==> src/rtl/core/rdp_pkg.sv <==
// rowing data packet parser package: field codes, field sizes and the
// request struct passed to the field selector. no dependencies.
package rdp_pkg;

  localparam int unsigned NumFields = 13;
  localparam int unsigned CurW      = 4;
  localparam int unsigned SizeW     = 3;

  localparam logic [CurW-1:0] FldStrokeRate = 4'd0;
  localparam logic [CurW-1:0] FldDistance   = 4'd3;
  localparam logic [CurW-1:0] FldPace       = 4'd4;
  localparam logic [CurW-1:0] FldPower      = 4'd6;
  localparam logic [CurW-1:0] FldEnergy     = 4'd9;
  localparam logic [CurW-1:0] FldHeart      = 4'd10;
  localparam logic [CurW-1:0] FldElapsed    = 4'd12;
  localparam logic [CurW-1:0] NoField       = 4'd13;

  typedef struct packed {
    logic [15:0]     flags;
    logic [CurW-1:0] from;
    logic [7:0]      pos;
    logic [7:0]      len;
  } sel_req_t;

  function automatic logic [SizeW-1:0] fld_size(input logic [CurW-1:0] f);
    logic [SizeW-1:0] s;
    unique case (f)
      4'd0, 4'd2, 4'd10, 4'd11: s = 3'd1;
      4'd3:                     s = 3'd3;
      4'd9:                     s = 3'd5;
      default:                  s = 3'd2;
    endcase
    return s;
  endfunction

endpackage

==> src/rtl/core/rdp_field_sel.sv <==
// rowing data packet parser: picks the next enabled field that fits
// in the packet. depends on rdp_pkg.
module rdp_field_sel (
  input  rdp_pkg::sel_req_t         req_i,
  output logic [rdp_pkg::CurW-1:0]  field_o
);

  logic [rdp_pkg::NumFields-1:0] en;
  logic [rdp_pkg::NumFields-1:0] cand;

  // stroke rate and stroke count both follow the inverted bit 0
  assign en = {req_i.flags[11:1], !req_i.flags[0], !req_i.flags[0]};

  always_comb begin
    for (int f = 0; f < rdp_pkg::NumFields; f++) begin
      cand[f] = en[f]
                && (({1'b0, req_i.pos} + 9'(rdp_pkg::fld_size(rdp_pkg::CurW'(f))))
                    <= {1'b0, req_i.len})
                && (rdp_pkg::CurW'(f) >= req_i.from);
    end
  end

  // lowest candidate wins
  always_comb begin
    field_o = rdp_pkg::NoField;
    for (int f = rdp_pkg::NumFields - 1; f >= 0; f--) begin
      if (cand[f]) begin
        field_o = rdp_pkg::CurW'(f);
      end
    end
  end

endmodule

==> src/rtl/core/rowing_data_packet_parser.sv <==
// rowing data packet parser top level: input register, per-word field
// decode, held values and result register. depends on rdp_pkg, rdp_field_sel.
//
// usage:
//   input channel (in_valid_i / in_ready_o) carries one packet word per
//   handshake: data_byte_i, first_byte_i marking word 0 of a packet, and
//   packet_length_i sampled with first_byte_i.
//   output channel (out_valid_o / out_ready_i) carries one record of the
//   latest held values after the last word of each packet, with parsed_o
//   low for packets shorter than two words.
//   path: a word accepted enters the input register and is decoded from
//   there; a record it completes is written into the result register as the
//   word leaves the input register, and is then valid on the output.
//   throughput: one word per cycle unless a record is blocked; a word's decode
//   is a single pass of flag, size and length compares feeding the state registers.
//   reset clears all held values, the flags, the position and length, and
//   leaves both registers empty.
//   when the receiver stalls with a record waiting, words that complete no
//   packet keep flowing; a word that ends a packet waits in the input
//   register, and ready drops once that register is occupied and blocked.
module rowing_data_packet_parser (
  input  logic        clk_i,
  input  logic        rst_ni,
  input  logic        in_valid_i,
  output logic        in_ready_o,
  input  logic [7:0]  data_byte_i,
  input  logic        first_byte_i,
  input  logic [7:0]  packet_length_i,
  output logic        out_valid_o,
  input  logic        out_ready_i,
  output logic [7:0]  stroke_rate_o,
  output logic [23:0] total_distance_o,
  output logic [15:0] inst_pace_o,
  output logic [15:0] inst_power_o,
  output logic [15:0] total_energy_o,
  output logic [7:0]  heart_bpm_o,
  output logic [15:0] elapsed_seconds_o,
  output logic        parsed_o
);

  localparam int unsigned CurW = rdp_pkg::CurW;

  // input register
  logic       in_vld_q;
  logic [7:0] byte_q;
  logic       first_q;
  logic [7:0] plen_q;

  // parser state
  logic [15:0]     flags_q, flags_d;
  logic [7:0]      pos_q, pos_d;
  logic [7:0]      latch_q, latch_d;
  logic [CurW-1:0] cur_q, cur_d;
  logic [23:0]     asm_q, asm_d;
  logic [2:0]      off_q, off_d;

  logic [7:0]  rate_q, rate_d;
  logic [23:0] dist_q, dist_d;
  logic [15:0] pace_q, pace_d;
  logic [15:0] power_q, power_d;
  logic [15:0] energy_q, energy_d;
  logic [7:0]  heart_q, heart_d;
  logic [15:0] elapsed_q, elapsed_d;

  // result register
  logic        out_vld_q;
  logic [7:0]  o_rate_q;
  logic [23:0] o_dist_q;
  logic [15:0] o_pace_q, o_power_q, o_energy_q, o_elapsed_q;
  logic [7:0]  o_heart_q;
  logic        o_parsed_q;

  logic       ignore, emit, advance, step;
  logic [7:0] len, p;
  logic [23:0] asm_new;
  logic        fld_done;
  rdp_pkg::sel_req_t sel_req;
  logic [CurW-1:0]   sel_field;

  assign len     = first_q ? plen_q : latch_q;
  assign p       = first_q ? 8'd0 : pos_q;
  assign ignore  = !first_q && (latch_q == 8'd0);
  assign emit    = !ignore && (({1'b0, p} + 9'd1) >= {1'b0, len});
  assign advance = !emit || !out_vld_q || out_ready_i;
  assign step    = in_vld_q && advance;
  assign in_ready_o = !in_vld_q || advance;

  always_comb begin
    flags_d = flags_q;
    if (p == 8'd0) begin
      flags_d = {8'h00, byte_q};
    end else if (p == 8'd1) begin
      flags_d = {byte_q, flags_q[7:0]};
    end
  end

  assign sel_req.flags = flags_d;
  assign sel_req.from  = (p == 8'd1) ? '0 : cur_q + CurW'(1);
  assign sel_req.pos   = (p == 8'd1) ? 8'd2 : p + 8'd1;
  assign sel_req.len   = len;

  rdp_field_sel u_sel (
    .req_i   (sel_req),
    .field_o (sel_field)
  );

  assign asm_new  = (off_q < 3'd3) ? (asm_q | (24'(byte_q) << {off_q[1:0], 3'b000})) : asm_q;
  assign fld_done = ({1'b0, off_q} + 4'd1) >= {1'b0, rdp_pkg::fld_size(cur_q)};

  always_comb begin
    cur_d     = cur_q;
    asm_d     = asm_q;
    off_d     = off_q;
    rate_d    = rate_q;
    dist_d    = dist_q;
    pace_d    = pace_q;
    power_d   = power_q;
    energy_d  = energy_q;
    heart_d   = heart_q;
    elapsed_d = elapsed_q;
    if (p == 8'd0) begin
      cur_d = rdp_pkg::NoField;
      asm_d = '0;
      off_d = '0;
    end else if (p == 8'd1) begin
      cur_d = sel_field;
      asm_d = '0;
      off_d = '0;
    end else if (cur_q < rdp_pkg::NoField) begin
      asm_d = asm_new;
      if (fld_done) begin
        unique case (cur_q)
          rdp_pkg::FldStrokeRate: rate_d    = asm_new[7:0];
          rdp_pkg::FldDistance:   dist_d    = asm_new;
          rdp_pkg::FldPace:       pace_d    = asm_new[15:0];
          rdp_pkg::FldPower:      power_d   = asm_new[15:0];
          rdp_pkg::FldEnergy:     energy_d  = asm_new[15:0];
          rdp_pkg::FldHeart:      heart_d   = asm_new[7:0];
          rdp_pkg::FldElapsed:    elapsed_d = asm_new[15:0];
          default: begin
          end
        endcase
        cur_d = sel_field;
        asm_d = '0;
        off_d = '0;
      end else begin
        off_d = off_q + 3'd1;
      end
    end
  end

  assign latch_d = emit ? 8'd0 : len;
  assign pos_d   = emit ? 8'd0 : p + 8'd1;

  always_ff @(posedge clk_i or negedge rst_ni) begin
    if (!rst_ni) begin
      in_vld_q <= 1'b0;
      byte_q   <= '0;
      first_q  <= 1'b0;
      plen_q   <= '0;
    end else if (in_ready_o) begin
      in_vld_q <= in_valid_i;
      byte_q   <= data_byte_i;
      first_q  <= first_byte_i;
      plen_q   <= packet_length_i;
    end
  end

  always_ff @(posedge clk_i or negedge rst_ni) begin
    if (!rst_ni) begin
      flags_q   <= '0;
      pos_q     <= '0;
      latch_q   <= '0;
      cur_q     <= '0;
      asm_q     <= '0;
      off_q     <= '0;
      rate_q    <= '0;
      dist_q    <= '0;
      pace_q    <= '0;
      power_q   <= '0;
      energy_q  <= '0;
      heart_q   <= '0;
      elapsed_q <= '0;
    end else if (step && !ignore) begin
      flags_q   <= flags_d;
      pos_q     <= pos_d;
      latch_q   <= latch_d;
      cur_q     <= cur_d;
      asm_q     <= asm_d;
      off_q     <= off_d;
      rate_q    <= rate_d;
      dist_q    <= dist_d;
      pace_q    <= pace_d;
      power_q   <= power_d;
      energy_q  <= energy_d;
      heart_q   <= heart_d;
      elapsed_q <= elapsed_d;
    end
  end

  always_ff @(posedge clk_i or negedge rst_ni) begin
    if (!rst_ni) begin
      out_vld_q <= 1'b0;
    end else if (step && emit) begin
      out_vld_q <= 1'b1;
    end else if (out_ready_i) begin
      out_vld_q <= 1'b0;
    end
  end

  always_ff @(posedge clk_i) begin
    if (step && emit) begin
      o_rate_q    <= rate_d;
      o_dist_q    <= dist_d;
      o_pace_q    <= pace_d;
      o_power_q   <= power_d;
      o_energy_q  <= energy_d;
      o_heart_q   <= heart_d;
      o_elapsed_q <= elapsed_d;
      o_parsed_q  <= (len >= 8'd2);
    end
  end

  assign out_valid_o       = out_vld_q;
  assign stroke_rate_o     = o_rate_q;
  assign total_distance_o  = o_dist_q;
  assign inst_pace_o       = o_pace_q;
  assign inst_power_o      = o_power_q;
  assign total_energy_o    = o_energy_q;
  assign heart_bpm_o       = o_heart_q;
  assign elapsed_seconds_o = o_elapsed_q;
  assign parsed_o          = o_parsed_q;

  a_cur_range: assert property (@(posedge clk_i) disable iff (!rst_ni)
    cur_q <= rdp_pkg::NoField)
    else $error("field cursor out of range");

  a_off_in_field: assert property (@(posedge clk_i) disable iff (!rst_ni)
    (cur_q < rdp_pkg::NoField) |-> (off_q < rdp_pkg::fld_size(cur_q)))
    else $error("field offset beyond field size");

  a_idle_pos: assert property (@(posedge clk_i) disable iff (!rst_ni)
    (latch_q == 8'd0) |-> (pos_q == 8'd0))
    else $error("position set with no packet in progress");

  a_stall_cause: assert property (@(posedge clk_i) disable iff (!rst_ni)
    !in_ready_o |-> (out_vld_q && !out_ready_i && emit))
    else $error("input stalled without a blocked record");

  a_emit_fills: assert property (@(posedge clk_i) disable iff (!rst_ni)
    (step && emit) |=> out_vld_q)
    else $error("record lost");

endmodule

==> config.mk <==
export PLATFORM = sky130hd
export DESIGN_NAME = rowing_data_packet_parser
export DESIGN_NICKNAME = d
export VERILOG_FILES = /design/src/rtl/core/rdp_pkg.sv /design/src/rtl/core/rdp_field_sel.sv /design/src/rtl/core/rowing_data_packet_parser.sv
export SDC_FILE = /design/constraint.sdc
export NUM_CORES = 1
export LEC_CHECK = 0
export ABC_CLOCK_PERIOD_IN_PS = 11500
export CAP_MARGIN = 20
export CORE_MARGIN = 2
export CORE_UTILIZATION = 62
export DETAILED_ROUTE_END_ITERATION = 8
export DONT_BUFFER_PORTS = 1
export GPL_TIMING_DRIVEN = 0
export PLACE_DENSITY = 0.8
export SKIP_LAST_GASP = 1
export SYNTH_ARGS = -nofsm -noshare
export SYNTH_HDL_FRONTEND = slang
export SYNTH_SLANG_ARGS = --single-unit
==> constraint.sdc <==
create_clock -name clk_i -period 11.5 [get_ports clk_i]
set_input_delay 3.45 -clock clk_i [delete_from_list [all_inputs] [get_ports clk_i]]
set_output_delay 3.45 -clock clk_i [all_outputs]
set_load 0.02 [all_outputs]
==> results.py <==
metrics = {
    "status": {
        "run_status": "completed",
    },
    "floorplan": {
        "row_count": 54,
        "start_util_pct": 62.8,
        "die_w_microns": 152,
        "core_sq_um": 21800,
        "die_area_sq_um": 23200,
        "chipHeight_microns": 152,
        "ios": 128,
    },
    "hold_path": {
        "hp-class": "flop to flop",
    },
    "layout": {
        "multi_input_area_sq_um": 5530,
        "ff_latch_area_sq_um": 7710,
        "drive_gt1_share_pct": 10.5,
        "nNetsFinal": 1434,
        "fin_util_pct": 69.2,
        "postLayoutCellArea_sq_um": 15100,
        "synthToLayoutAreaGrowth_pct": 10.1,
        "diodes": 0,
        "fillers": 1554,
    },
    "timing": {
        "finalSetupTns_ns": 0,
        "finalCriticalPeriod_ns": 8.65,
        "fin_skew_ns": 0.0231,
        "drv_slew": 0,
        "setup_viol": 0,
        "finalWorstSetupSlack_ns": 2.86,
        "hold_violations": 0,
        "rsz0062_at_grt": "no",
        "worstMarginPinSlew_ns": 1.05,
        "max_freq_mhz": 116,
        "period_share_pct": 75.2,
        "worst_slew_margin_rel_pct": 29.2,
    },
    "power": {
        "p_leak_nw": 6.34,
        "power.total_mw": 2.85,
        "vdd_drop_max_v": 0.000175,
        "powerDensity_nw_per_um2": 189,
    },
    "logic_synthesis": {
        "ys.flop_type": "dfrtp_1",
        "syn-mean-instance-area_sq_um": 10.3,
        "synth_compound_area_share_pct": 14.8,
        "yosysTopAreaCell": "dfrtp_1",
        "synthTopCellsByArea": "dfrtp_1 33%, edfxtp_1 23%, a21oi_1 6.2%",
        "yosys-top-cells-count": "191 x nand2_1, 182 x dfrtp_1, 170 x a21oi_1",
        "async_reset_ff_share_pct": 63.4,
        "yosys_register_bits": 287,
        "synthMuxAreaShare_pct": 3.42,
        "synth_fa_ha_area_share_pct": 4.49,
        "synth_edf_count": 105,
        "synthesis.nets": 1391,
        "ys_warn_count": 0,
        "synth_top_family_by_area": "simple AND/OR/NAND/NOR gates",
        "synthDistinctLibCells": 79,
        "synth_most_common_cell": "nand2_1",
        "syn_area_sq_um": 13700,
        "synthCells": 1321,
        "yosys.area_share.simple_pct": 15.6,
        "synth-xor-area-share_pct": 2.05,
        "synth.top_cell.area_share_pct": 33.3,
        "yosysSeqAreaShare_pct": 56.4,
    },
    "worst_setup_path": {
        "worstPathMaxFanout": 10,
        "path_cells": "nor2b_1, nand2_1, nor2_2, buf_2, inv_1",
        "worst_setup_path_start_kind": "input port",
        "slowest_delay_ns": 0.60,
        "path_class": "input port to output pin",
        "slowest_stage": "nor2_2",
        "cp.required_ns": 8.05,
        "critPathCaptureType": "output pin",
        "arrival_ns": 5.20,
    },
    "placed_design": {
        "dpl_cell_area_sq_um": 14100,
        "io_buffers": 0,
        "place_worst_setup_slack_ns": 2.92,
        "hpwl_mm": 24.2,
        "place_congestion": 0.953,
    },
    "detailed_routing": {
        "drt_iter0_markers": 937,
        "dr_total_vias": 10400,
        "ant_nets": 0,
        "dr.pass1.iters": 7,
        "wl_per_cell_microns": 21.0,
        "viasPerCell": 6.27,
        "routed_wl_mm": 35.1,
        "drc_errors": 0,
    },
    "global_route": {
        "grt_max_degree": 183,
        "grt_pass1_wl_mm": 55.8,
        "grt_remaining_overflow": 0,
        "antenna_found_initial": 0,
        "first_global_vias": 10200,
        "grt_use_total_pct": 30.0,
    },
    "clock_network": {
        "clockRootBuffer": "clkbuf_16",
        "cts.sinks": 287,
        "cts.repair.resized": 0,
        "htreeDepth": 1,
        "cts_setup_buffers": 0,
        "clk_latency_ns": 0.55,
        "path_clk_slew_ns": 0.06,
        "cts_tree": "yes",
        "hold_buffers": 0,
        "clock_path_buffers": 3,
        "cts_buffers": 29,
    },
    "job": {
        "drv_cap": 0,
    },
}
where the power goes:
part | leakage, nW | internal, mW | switching (mW)
Sequential | 3.18 | 1.17 | 0.0773
Clock | 0.429 | 0.509 | 0.379
Combinational | 2.73 | 0.246 | 0.470
cells in the final DEF, fill, tap and decap left out, types with 16 or more instances in the layout:
| cell type | n |
|---|---|
| clkbuf_16 | 29 |
| edfxtp_1 | 105 |
| o21ai_0 | 112 |
| a21oi_1 | 169 |
| buf_2 | 28 |
| nand2_1 | 191 |
| ha_1 | 49 |
| mux2_2 | 27 |
| nand3_1 | 16 |
| xnor2_1 | 21 |
| nor2_1 | 154 |
| dfrtp_1 | 182 |
| clkbuf_1 | 55 |
per-layer routing:
metal	global-route usage, %	part of all wire, %	up-vias	routed length, microns
li1	-	-	4736	-
met1	42.5	41	5111	14300
met2	49.0	48	538	16700
met3	4.81	8.9	64	3130
met4	8.25	2.6	0	915
met5	0	0	-	0
per-stage QoR:
step                instances  hold WS (ns)
finish                   1666         0.480
detailed placement       1608         0.463
global route             1666         0.496
floorplan                1321         0.447
CTS                      1661         0.479
global placement         1601         0.458
layout make-up:
cell class                 instances  share of cell area (%)
sequential                       287                    51.2
multi-input combinational        934                    36.7
clock buffer                      46                    5.45
buffer                            81                    2.48
tap                              280                    2.33
timing repair buffer              12                   0.898
inverter                          19                   0.474
clock inverter                     7                   0.457
registers in the layout (all words and copies together) (netlist names), 4 cells and up:
signal,count
inst_pace_o,16
heart_bpm_o,8
flags_q,12
elapsed_q,16
power_q,16
heart_q,8
latch_q,8
byte_q,8
inst_power_o,16
total_energy_o,16
asm_q,24
plen_q,8
stroke_rate_o,8
dist_q,24
elapsed_seconds_o,16
rate_q,8
energy_q,16
pos_q,8
total_distance_o,24
cur_q,4
pace_q,16
path summary, 6_finish.rpt:
path | start | to | slack, ns | cells past startpoint
worst min register to register | elapsed_q[8] | elapsed_q[8] | 0.48 | 2
worst max register to register | first_q | stroke_rate_o[2] | 6.01 | 13
worst min-delay path | elapsed_q[8] | elapsed_q[8] | 0.48 | 2
worst max-delay path | out_ready_i | in_ready_o | 2.86 | 5
max in group asynchronous | rst_ni | dist_q[18] | 8.49 | 0
min in group asynchronous | rst_ni | plen_q[5] | 2.61 | 0
critical path, delay by kind of cell:
kind	cells	cell delay, ns
buffers and inverters	2	0.59
and+or+nand+nor	3	1.15
cells by family (layout without fill, tap and decap cells):
logic type | Yosys count | after routing
xor gates and xnor gates | 32 | 32
DFF | 287 | 287
muxes | 43 | 43
adders and majority gates | 49 | 49
AOI/OAI and AO/OA | 349 | 349
and+or+nand+nor | 461 | 461
buffers and inverters | 100 | 165
No activity file was read; power rests on OpenSTA's default activity.
